$ cat config.mk
export PLATFORM = sky130hd
export DESIGN_NAME = batcher_banyan_route_16
export DESIGN_NICKNAME = d
export VERILOG_FILES = /design/src/design/bbr_pkg.sv /design/src/design/bbr_cell.sv /design/src/design/batcher_banyan_route_16.sv
export SDC_FILE = /design/constraint.sdc
export NUM_CORES = 1
export LEC_CHECK = 0
export BUFFER_PORTS_ARGS = -buffer_cell sky130_fd_sc_hd__buf_2
export CORE_MARGIN = 5
export CORE_UTILIZATION = 46
export CTS_CLUSTER_DIAMETER = 30
export DETAILED_ROUTE_END_ITERATION = 16
export GPL_TIMING_DRIVEN = 1
export PLACE_DENSITY = 0.72
export SYNTH_ARGS = -nofsm -noshare
export SYNTH_HDL_FRONTEND = slang
export SYNTH_HIERARCHICAL = 1
export SYNTH_SLANG_ARGS = --single-unit
$ cat constraint.sdc
create_clock -name clk_i -period 4.5 [get_ports clk_i]
set_input_delay 1.125 -clock clk_i [delete_from_list [all_inputs] [get_ports clk_i]]
set_output_delay 1.125 -clock clk_i [all_outputs]
set_load 0.005 [all_outputs]
$ cat src/design/bbr_pkg.sv
`timescale 1ns / 1ps

package bbr_pkg;

  localparam int unsigned NUM_PORTS_DEF = 16;
  localparam int unsigned PORT_W        = 4;
  localparam int unsigned SWITCH_W      = 3;

  typedef logic [PORT_W-1:0]   port_t;
  typedef logic [SWITCH_W-1:0] switch_t;

  typedef struct packed {
    port_t dest_port;
    logic  last_request;
  } bbr_in_t;

  typedef struct packed {
    port_t   sorted_input;
    port_t   route_dest;
    switch_t stage_a_switch;
    switch_t stage_b_switch;
    switch_t stage_c_switch;
    switch_t stage_d_switch;
    port_t   exit_port;
    logic    overflow_seen;
    logic    last_route;
  } bbr_out_t;

  // Command broadcast to every cell of the sorting chain.
  typedef struct packed {
    logic  load;
    logic  shift;
    port_t dest;
  } bbr_ctl_t;

  typedef enum logic {
    ST_LOAD,
    ST_EMIT
  } bbr_state_e;

endpackage

$ cat src/design/bbr_cell.sv
`timescale 1ns / 1ps

module bbr_cell (
  input  logic             clk_i,
  input  bbr_pkg::bbr_ctl_t ctl_i,
  input  logic             occupied_i,
  input  logic             prev_gt_i,
  input  bbr_pkg::port_t   prev_val_i,
  input  bbr_pkg::port_t   next_val_i,
  output bbr_pkg::port_t   val_o,
  output logic             gt_o
);
  import bbr_pkg::*;

  port_t val_q;
  port_t val_d;

  // An empty cell counts as larger than any destination.
  assign gt_o = !occupied_i || (val_q > ctl_i.dest);

  always_comb begin
    val_d = val_q;
    if (ctl_i.load && gt_o) begin
      val_d = prev_gt_i ? prev_val_i : ctl_i.dest;
    end else if (ctl_i.shift) begin
      val_d = next_val_i;
    end
  end

  always_ff @(posedge clk_i) begin
    val_q <= val_d;
  end

  assign val_o = val_q;

endmodule

$ cat src/design/batcher_banyan_route_16.sv
`timescale 1ns / 1ps

// Batcher-banyan self-routing switch model for NUM_PORTS input cells.
// The input channel (in_valid_i, in_stall_o, in_data_i) carries one
// destination port per beat. Each accepted beat is inserted into a chain
// of sorting cells, so the chain always holds the batch in ascending order.
// A beat with last_request closes the batch. Beats beyond NUM_PORTS are
// dropped and reported through overflow_seen on every route of the batch.
// After the closing beat the chain shifts toward cell zero once per output
// beat, and each popped destination is traced through the four banyan
// stages to give one route on the output channel (out_valid_o, out_stall_i,
// out_data_o). While loading, the input takes a destination whenever one is
// valid, and the output gives one route per cycle when the receiver does
// not stall; a batch is loaded in full before its first route is emitted.
// After the closing beat is accepted the state register moves to emitting,
// and the first route is then captured in the output register. The input is
// stalled while routes are emitted. When the receiver stalls, the output
// register holds its beat and the chain waits. Reset clears the counters,
// the overflow flag and the output valid; the cell contents are not reset
// and are only read once loaded.
module batcher_banyan_route_16 #(
  parameter int unsigned NUM_PORTS = bbr_pkg::NUM_PORTS_DEF
) (
  input  logic              clk_i,
  input  logic              rst_ni,
  input  logic              in_valid_i,
  output logic              in_stall_o,
  input  bbr_pkg::bbr_in_t  in_data_i,
  output logic              out_valid_o,
  input  logic              out_stall_i,
  output bbr_pkg::bbr_out_t out_data_o
);
  import bbr_pkg::*;

  localparam int unsigned CNT_W = $clog2(NUM_PORTS + 1);

  bbr_state_e state_q, state_d;
  logic [CNT_W-1:0] count_q, count_d;
  logic [CNT_W-1:0] emit_q, emit_d;
  logic             dropped_q, dropped_d;
  logic             out_valid_q, out_valid_d;
  bbr_out_t         out_q, out_d;

  logic     in_take;
  logic     pop;
  logic     full;
  logic     last_pop;
  bbr_ctl_t ctl;

  port_t cell_val [NUM_PORTS];
  logic  cell_gt  [NUM_PORTS];

  assign full     = (count_q == CNT_W'(NUM_PORTS));
  assign in_take  = in_valid_i && !in_stall_o;
  assign last_pop = (CNT_W'(emit_q + 1'b1) == count_q);

  // Next state.
  always_comb begin
    state_d = state_q;
    unique case (state_q)
      ST_LOAD: begin
        if (in_take && in_data_i.last_request) begin
          state_d = ST_EMIT;
        end
      end
      ST_EMIT: begin
        if (pop && last_pop) begin
          state_d = ST_LOAD;
        end
      end
      default: state_d = ST_LOAD;
    endcase
  end

  // State outputs.
  always_comb begin
    in_stall_o = 1'b1;
    pop        = 1'b0;
    unique case (state_q)
      ST_LOAD: in_stall_o = 1'b0;
      ST_EMIT: pop = !out_valid_q || !out_stall_i;
      default: in_stall_o = 1'b1;
    endcase
  end

  assign ctl.load  = in_take && !full;
  assign ctl.shift = pop;
  assign ctl.dest  = in_data_i.dest_port;

  // The sorting chain: each cell sees its left neighbor on insert and its
  // right neighbor while emitting.
  for (genvar k = 0; k < NUM_PORTS; k++) begin : g_cell
    logic  prev_gt;
    port_t prev_val;
    port_t next_val;
    if (k == 0) begin : g_first
      assign prev_gt  = 1'b0;
      assign prev_val = '0;
    end else begin : g_mid
      assign prev_gt  = cell_gt[k-1];
      assign prev_val = cell_val[k-1];
    end
    if (k == NUM_PORTS - 1) begin : g_last
      assign next_val = '0;
    end else begin : g_inner
      assign next_val = cell_val[k+1];
    end

    bbr_cell u_cell (
      .clk_i      (clk_i),
      .ctl_i      (ctl),
      .occupied_i (CNT_W'(k) < count_q),
      .prev_gt_i  (prev_gt),
      .prev_val_i (prev_val),
      .next_val_i (next_val),
      .val_o      (cell_val[k]),
      .gt_o       (cell_gt[k])
    );
  end

  // Trace the destination at the head of the chain through the banyan.
  always_comb begin
    port_t   v;
    switch_t a, b, c, d;
    v = cell_val[0];
    a = switch_t'(emit_q);
    b = {v[3], a[1:0]};
    c = {b[2], v[2], b[0]};
    d = {c[2:1], v[1]};
    out_d.sorted_input   = port_t'(emit_q);
    out_d.route_dest     = v;
    out_d.stage_a_switch = a;
    out_d.stage_b_switch = b;
    out_d.stage_c_switch = c;
    out_d.stage_d_switch = d;
    out_d.exit_port      = {d, v[0]};
    out_d.overflow_seen  = dropped_q;
    out_d.last_route     = last_pop;
  end

  always_comb begin
    count_d     = count_q;
    emit_d      = emit_q;
    dropped_d   = dropped_q;
    out_valid_d = out_valid_q && out_stall_i;
    if (in_take) begin
      if (full) begin
        dropped_d = 1'b1;
      end else begin
        count_d = CNT_W'(count_q + 1'b1);
      end
    end
    if (pop) begin
      out_valid_d = 1'b1;
      if (last_pop) begin
        count_d   = '0;
        emit_d    = '0;
        dropped_d = 1'b0;
      end else begin
        emit_d = CNT_W'(emit_q + 1'b1);
      end
    end
  end

  always_ff @(posedge clk_i or negedge rst_ni) begin
    if (!rst_ni) begin
      state_q     <= ST_LOAD;
      count_q     <= '0;
      emit_q      <= '0;
      dropped_q   <= 1'b0;
      out_valid_q <= 1'b0;
    end else begin
      state_q     <= state_d;
      count_q     <= count_d;
      emit_q      <= emit_d;
      dropped_q   <= dropped_d;
      out_valid_q <= out_valid_d;
    end
  end

  always_ff @(posedge clk_i) begin
    if (pop) begin
      out_q <= out_d;
    end
  end

  assign out_valid_o = out_valid_q;
  assign out_data_o  = out_q;

endmodule

### Word level (Yosys, flattened, before mapping)

Index checks and enable logic that the tools add are counted.

* input bits: 9
* output and inout port bits: 28
* flip-flop bits (word level): 99
* logic and storage cells: 201

* bitwise logic cells: 1
* reductions and logical operators: 73
* add/subtract/negate cells: 2
* eq/ne operators: 2
* multiplexer cells: 62
* order comparisons: 32

Operators with widths (count)
* $mux 4: 47
* $gt 4x4->1: 16
* $lt 4x5->1 const A: 8
* $reduce_bool 2->1: 16
* $mux 5: 5
* $logic_and 1x1->1: 21
* $lt 3x5->1 const A: 4
* $logic_not 1->1: 19
* $logic_or 1x1->1: 17
* $add 5x1->5 const B: 2
* $lt 1x5->1 const A: 2
* $lt 2x5->1 const A: 2
* $mux 1: 9
* $eq 5x5->1: 1
* $eq 5x5->1 const B: 1
* $pmux 1 s2: 1
* $not 1->1: 1

### Depth between registers and ports, before layout

Gate-level depths: netlist of the first run.

* depth in word-level cells: 6
* mapped depth: 9
* depth with buffers taken out: 9

### Hierarchy

Netlist of the first run, hierarchy kept.

Modules (own cells, without submodules)
* bbr_cell: cells an instance 34, area an instance 349.1 um2, times used 16
* batcher_banyan_route_16: cells an instance 133, area an instance 1307.5 um2, times used 1

### Worst setup path after synthesis of the first run

No wires, ideal clock.

* path type: input-to-reg
* start: input port in_valid_i
* end: register g_cell[0].u_cell.val_q[0], data pin
* path slack: 0.537 ns
* library setup time: 0.260 ns
* stages: 4
* data arrival time: 3.703 ns
* cells stage by stage: nand2b_1 > nor2_1 > o311ai_4 > mux2_2

RTL lines
* from (decl): RTL line batcher_banyan_route_16.sv:26 `input logic in_valid_i,`
* to (signal assigned): RTL line bbr_cell.sv:31 `val_q <= val_d;`
* to (decl): RTL line bbr_cell.sv:15 `port_t val_q;`

==> results of run 1 <==
per-layer routing:
| metal | track usage, % | vias up | share of wire (%) |
|---|---|---|---|
| met5 | 0 | - | 0 |
| met4 | 5.37 | 0 | 1.8 |
| met3 | 3.97 | 28 | 4.2 |
| met2 | 30.7 | 128 | 49 |
| met1 | 22.8 | 2439 | 45 |
| li1 | - | 2458 | - |
path summary, 6_finish.rpt:
path                               from                        end  slack, ns
max in group asynchronous        rst_ni                  emit_q[3]       3.54
hold reg to reg               dropped_q              out_data_o[1]       0.49
setup reg to reg             count_q[1]  g_cell[0].u_cell/val_o[3]       1.85
hold / removal                dropped_q              out_data_o[1]       0.49
setup / recovery           in_data_i[1]  g_cell[2].u_cell/val_o[0]       1.09
min in group asynchronous        rst_ni                  emit_q[2]       0.69
sequential cells by signal, indices dropped and copies added (netlist names):
register	count
count_q	5
dropped_q	1
emit_q	5
g_cell.u_cell/val_o	64
out_data_o	10
out_valid_o	1
state_q	1
critical path, cell delays in order:
cell	delay, ns
buf_2	0.57
ha_1	0.36
and4_1	0.20
o21ai_0	0.58
mux2_2	0.40
mux2_2	0.26
cell type report:
| class | count | area, um2 |
|---|---|---|
| repair buffers | 45 | 248 |
| flip-flops and latches | 87 | 2550 |
| well taps | 184 | 230 |
| inverters | 85 | 319 |
| multi-input cells | 495 | 3910 |
| fillers | 1244 | 7000 |
| clock inverters | 6 | 109 |
| clock buffers | 10 | 229 |
report_power, final:
group / switching (uW) / internal (uW)
combinational: 1340 / 1030
clock: 306 / 542
sequential: 373 / 1400
through the flow:
step	total power, uW	cells
after floorplan	3480	689
after global placement	3990	896
after detailed placement	4120	896
after CTS	5010	912
after global routing	5380	912
final	5000	912
layout by cell type (no fill, tap or decap), types with 2 or more instances in the layout:
cell,instances
nand2b_1,36
a21o_1,5
a21oi_1,5
bufinv_16,3
o21bai_1,3
a21oi_2,16
o21ai_0,69
xor2_1,3
nand3_1,3
and4_1,16
nand2_1,81
o311ai_4,16
clkinv_2,2
conb_1,15
nor4b_1,2
xnor2_1,8
clkbuf_16,9
mux2_2,80
nor2_1,44
o21ai_1,16
dfrtp_1,13
buf_2,36
nor3_1,4
edfxtp_1,74
ha_1,67
buf_4,9
inv_1,85
==> out/results.txt, run 1 <==
YS warnings -> 6
CTS max path bufs -> 2
clk root buf -> clkbuf_16
Detailed Place HPWL -> 11.7 mm
Cell Area, Placed -> 7260 um2
Post-CTS Setup Inserts -> 0
CP Launch Type -> input port
DRT Pass-1 Iters -> 5
Worst Hold Class -> reg -> reg
CP Class -> in -> reg
layout cell share with drive strength beyond 1 -> 24.0%
Final WS setup -> 1.09 ns
WP data arrival -> 3.50 ns
Post-Syn Area -> 6880 um2
Hold Crit Depth -> 0
Initial Util -> 47.2%
maximum VDD drop -> 0.267 mV
relative slew slack -> 49.9%
Final Core Density -> 52.0%
DRT iter0 DRCs -> 366
setup_tns -> 0 ns
fin crit period -> 3.41 ns
Total Routing Usage GR -> 18.0%
count of final setup violators -> 0
element type at the critical path end -> flop
Syn Area/Cell -> 10.2 um2
Area Overhead vs Synth -> 10.3%
clk_skew -> 0.00855 ns
post-CTS resize count -> 0
achievable frequency -> 293 MHz
status -> completed
RD Place Congestion -> 0.863
max-cap violations -> 0
measured slew at the worst slew-check pin -> 0.751 ns
Synth Instances -> 675
# diodes -> 0
PwrDens -> 658 nW/um2
Routed Antenna Nets -> 0
CTS Sinks -> 87
die area -> 17500 um2
largest net degree at the start of global routing -> 33
Core Region -> 14600 um2
global-route wire length before repair -> 25.7 mm
final worst path period share -> 75.8%
Vias/cell -> 5.54
IO Pins -> 37
DR vias -> 5053
hold slack -> 0.488 ns
Skew-Pair Late Insertion Delay -> 0.35 ns
Final Hold Fails -> 0
Worst Path Required -> 4.59 ns
Die H -> 132 um
cts hold-fix bufs -> 0
clock transition at the registers of the reported paths -> 0.06 ns
vias in the first global route -> 5258
port bufs -> 36
Lkg Pwr -> 0.00327 uW
initial antenna violation count -> 0
final instance area -> 7590 um2
Crit Path Max Fanout -> 32
RSZ-0062 raised after global routing -> false
WL final -> 15.7 mm
drt drc -> 0
Rows -> 44
dpl ws -> 0.791 ns
# nets final -> 799
total CTS buffers -> 9
# H-tree levels -> 3
CTS tree -> built
gr ovfl total -> 0
Worst Reg-to-Reg Cells -> 8
Max Slew Vio Count -> 0
post-DR wirelength/cell -> 17.2 um
die width -> 132 um
Power figures use the tool's default switching activity.
==> run 2, diff against run 1 <==
Settings changed: PLACE_DENSITY 0.72 to 0.74.
Clock period 4.5 ns to 2.75 ns, I/O delays scaled along.
==> run 2 against run 1 <==
  * Sequential share of layout area down 1.2 points
  * Clock skew up 0.0011 ns
  * Via count down 0.55%
  * Sequential power up 61%
  * Highest routed layer unchanged
  * Global-route usage down 0.13 points
  * Utilization up 1.9 points
  * Combinational power up 76%
  * Register-to-register slack worse by 1.6 ns
==> out/results.txt, run 2 (synthesized netlist as in run 1, its figures left out) <==
status -> completed
max reg flops -> 64
Worst Reg-to-Reg Cells -> 7
Initial Util -> 47.2%
FILL cells -> 1293
# nets final -> 835
# diodes -> 0
max-cap violations -> 0
layout cell share with drive strength beyond 1 -> 27.7%
Final Core Density -> 54.0%
Switch Pwr -> 3390 uW
Final Power -> 8250 uW
WP data arrival -> 2.59 ns
count of final setup violators -> 0
Post-CTS Setup Inserts -> 0
relative slew slack -> 28.4%
port bufs -> 36
vias in the first global route -> 5085
drt drc -> 0
post-DR wirelength/cell -> 16.1 um
clk_skew -> 0.00965 ns
final instance area -> 7880 um2
initial antenna violation count -> 0
cts hold-fix bufs -> 0
CTS tree -> built
Worst Path Required -> 2.85 ns
total CTS buffers -> 9
Area Overhead vs Synth -> 14.4%
Worst setup startpoint -> count_q[1]
Max Slew Vio Count -> 0
largest net degree at the start of global routing -> 24
clk root buf -> clkbuf_16
fin crit period -> 2.49 ns
Core Region -> 14600 um2
Worst Hold Class -> in -> async
FF-to-FF setup slack -> 0.26 ns
IO Pins -> 37
Die H -> 132 um
clock transition at the registers of the reported paths -> 0.07 ns
Final Hold Fails -> 0
CTS Sinks -> 87
part of the power in combinational logic -> 50.7%
Crit Path Max Fanout -> 17
r2r startpoint -> count_q[1]
clock group share of total power -> 14.8%
most common cell after layout, fill and taps aside -> inv_1
post-CTS resize count -> 0
maximum VDD drop -> 0.461 mV
DRT Pass-1 Iters -> 4
crit path to -> g_cell[11].u_cell/val_o[3]
measured slew at the worst slew-check pin -> 1.07 ns
Rows -> 44
Detailed Place HPWL -> 11.5 mm
global-route wire length before repair -> 25.5 mm
die width -> 132 um
most frequent cells in the layout -> inv_1 (85), nand2_1 (81), mux2_2 (80)
capturing point of the worst reg2reg path -> g_cell[11].u_cell/val_o[3]
CP Launch Type -> flop
element type at the critical path end -> flop
# H-tree levels -> 3
achievable frequency -> 401 MHz
RSZ-0062 raised after global routing -> false
DRT iter0 DRCs -> 319
Lkg Pwr -> 0.00343 uW
die area -> 17500 um2
gr ovfl total -> 0
Total Routing Usage GR -> 17.9%
hold slack -> 0.237 ns
internal power -> 4870 uW
switching share of power -> 41.0%
Routed Antenna Nets -> 0
Skew-Pair Late Insertion Delay -> 0.36 ns
DR vias -> 5025
Cell Area, Placed -> 7590 um2
Reg power frac -> 34.6%
RD Place Congestion -> 0.854
CP Class -> reg -> reg
final worst path period share -> 90.6%
WL final -> 15.3 mm
PwrDens -> 1050 nW/um2
Vias/cell -> 5.30
CTS max path bufs -> 2
==> run 2: worst min path at each step <==
stage	startpoint	to	slack, ns	cells after the start
after floorplan	rst_ni	count_q[0]	0.39	0
after global placement	out_valid_o	out_valid_o	0.48	1
after detailed placement	out_valid_o	out_valid_o	0.50	1
after CTS	rst_ni	emit_q[4]	0.23	1
after global routing	rst_ni	emit_q[4]	0.24	1
final	rst_ni	count_q[1]	0.24	1
==> run 2: power groups by stage <==
stage               sequential (uW)  combinational (uW)  clock, uW
floorplan                      2610                3080          0
global placement               2870                4030          0
detailed placement             2880                4130          0
CTS                            2860                4170       1250
global route                   2930                4690       1300
finish                         2860                4180       1220
==> run 2: cell type report <==
type | count | area (um2) | area share (%)
well taps | 184 | 230 | 2.92
clock inverters | 7 | 63.8 | 0.810
multi-input cells | 495 | 3910 | 49.7
flip-flops and latches | 87 | 2550 | 32.3
repair buffers | 81 | 581 | 7.37
clock buffers | 9 | 225 | 2.86
inverters | 85 | 319 | 4.05
==> run 2: critical path, stage by stage (launching register included) <==
cell	delay, ns
dfrtp_1	0.35
inv_1	0.05
ha_1	0.17
nand2_1	0.06
nor3_1	0.09
nor2_4	0.84
o311ai_4	0.31
mux2_2	0.35
==> run 2: per-layer routing <==
metal / wire [um] / track usage [%]
met2: 7210 / 28.9
met1: 7290 / 24.3
met5: 0 / 0
met4: 206 / 4.69
met3: 580 / 3.93
==> run 2: metrics by stage <==
stage	setup slack, ns	setup TNS, ns	cells
after floorplan	0.175	0	689
after global placement	-0.0222	-0.0222	932
after detailed placement	-0.0207	-0.0265	932
after CTS	0.256	0	948
after global routing	0.105	0	948
final	0.259	0	948
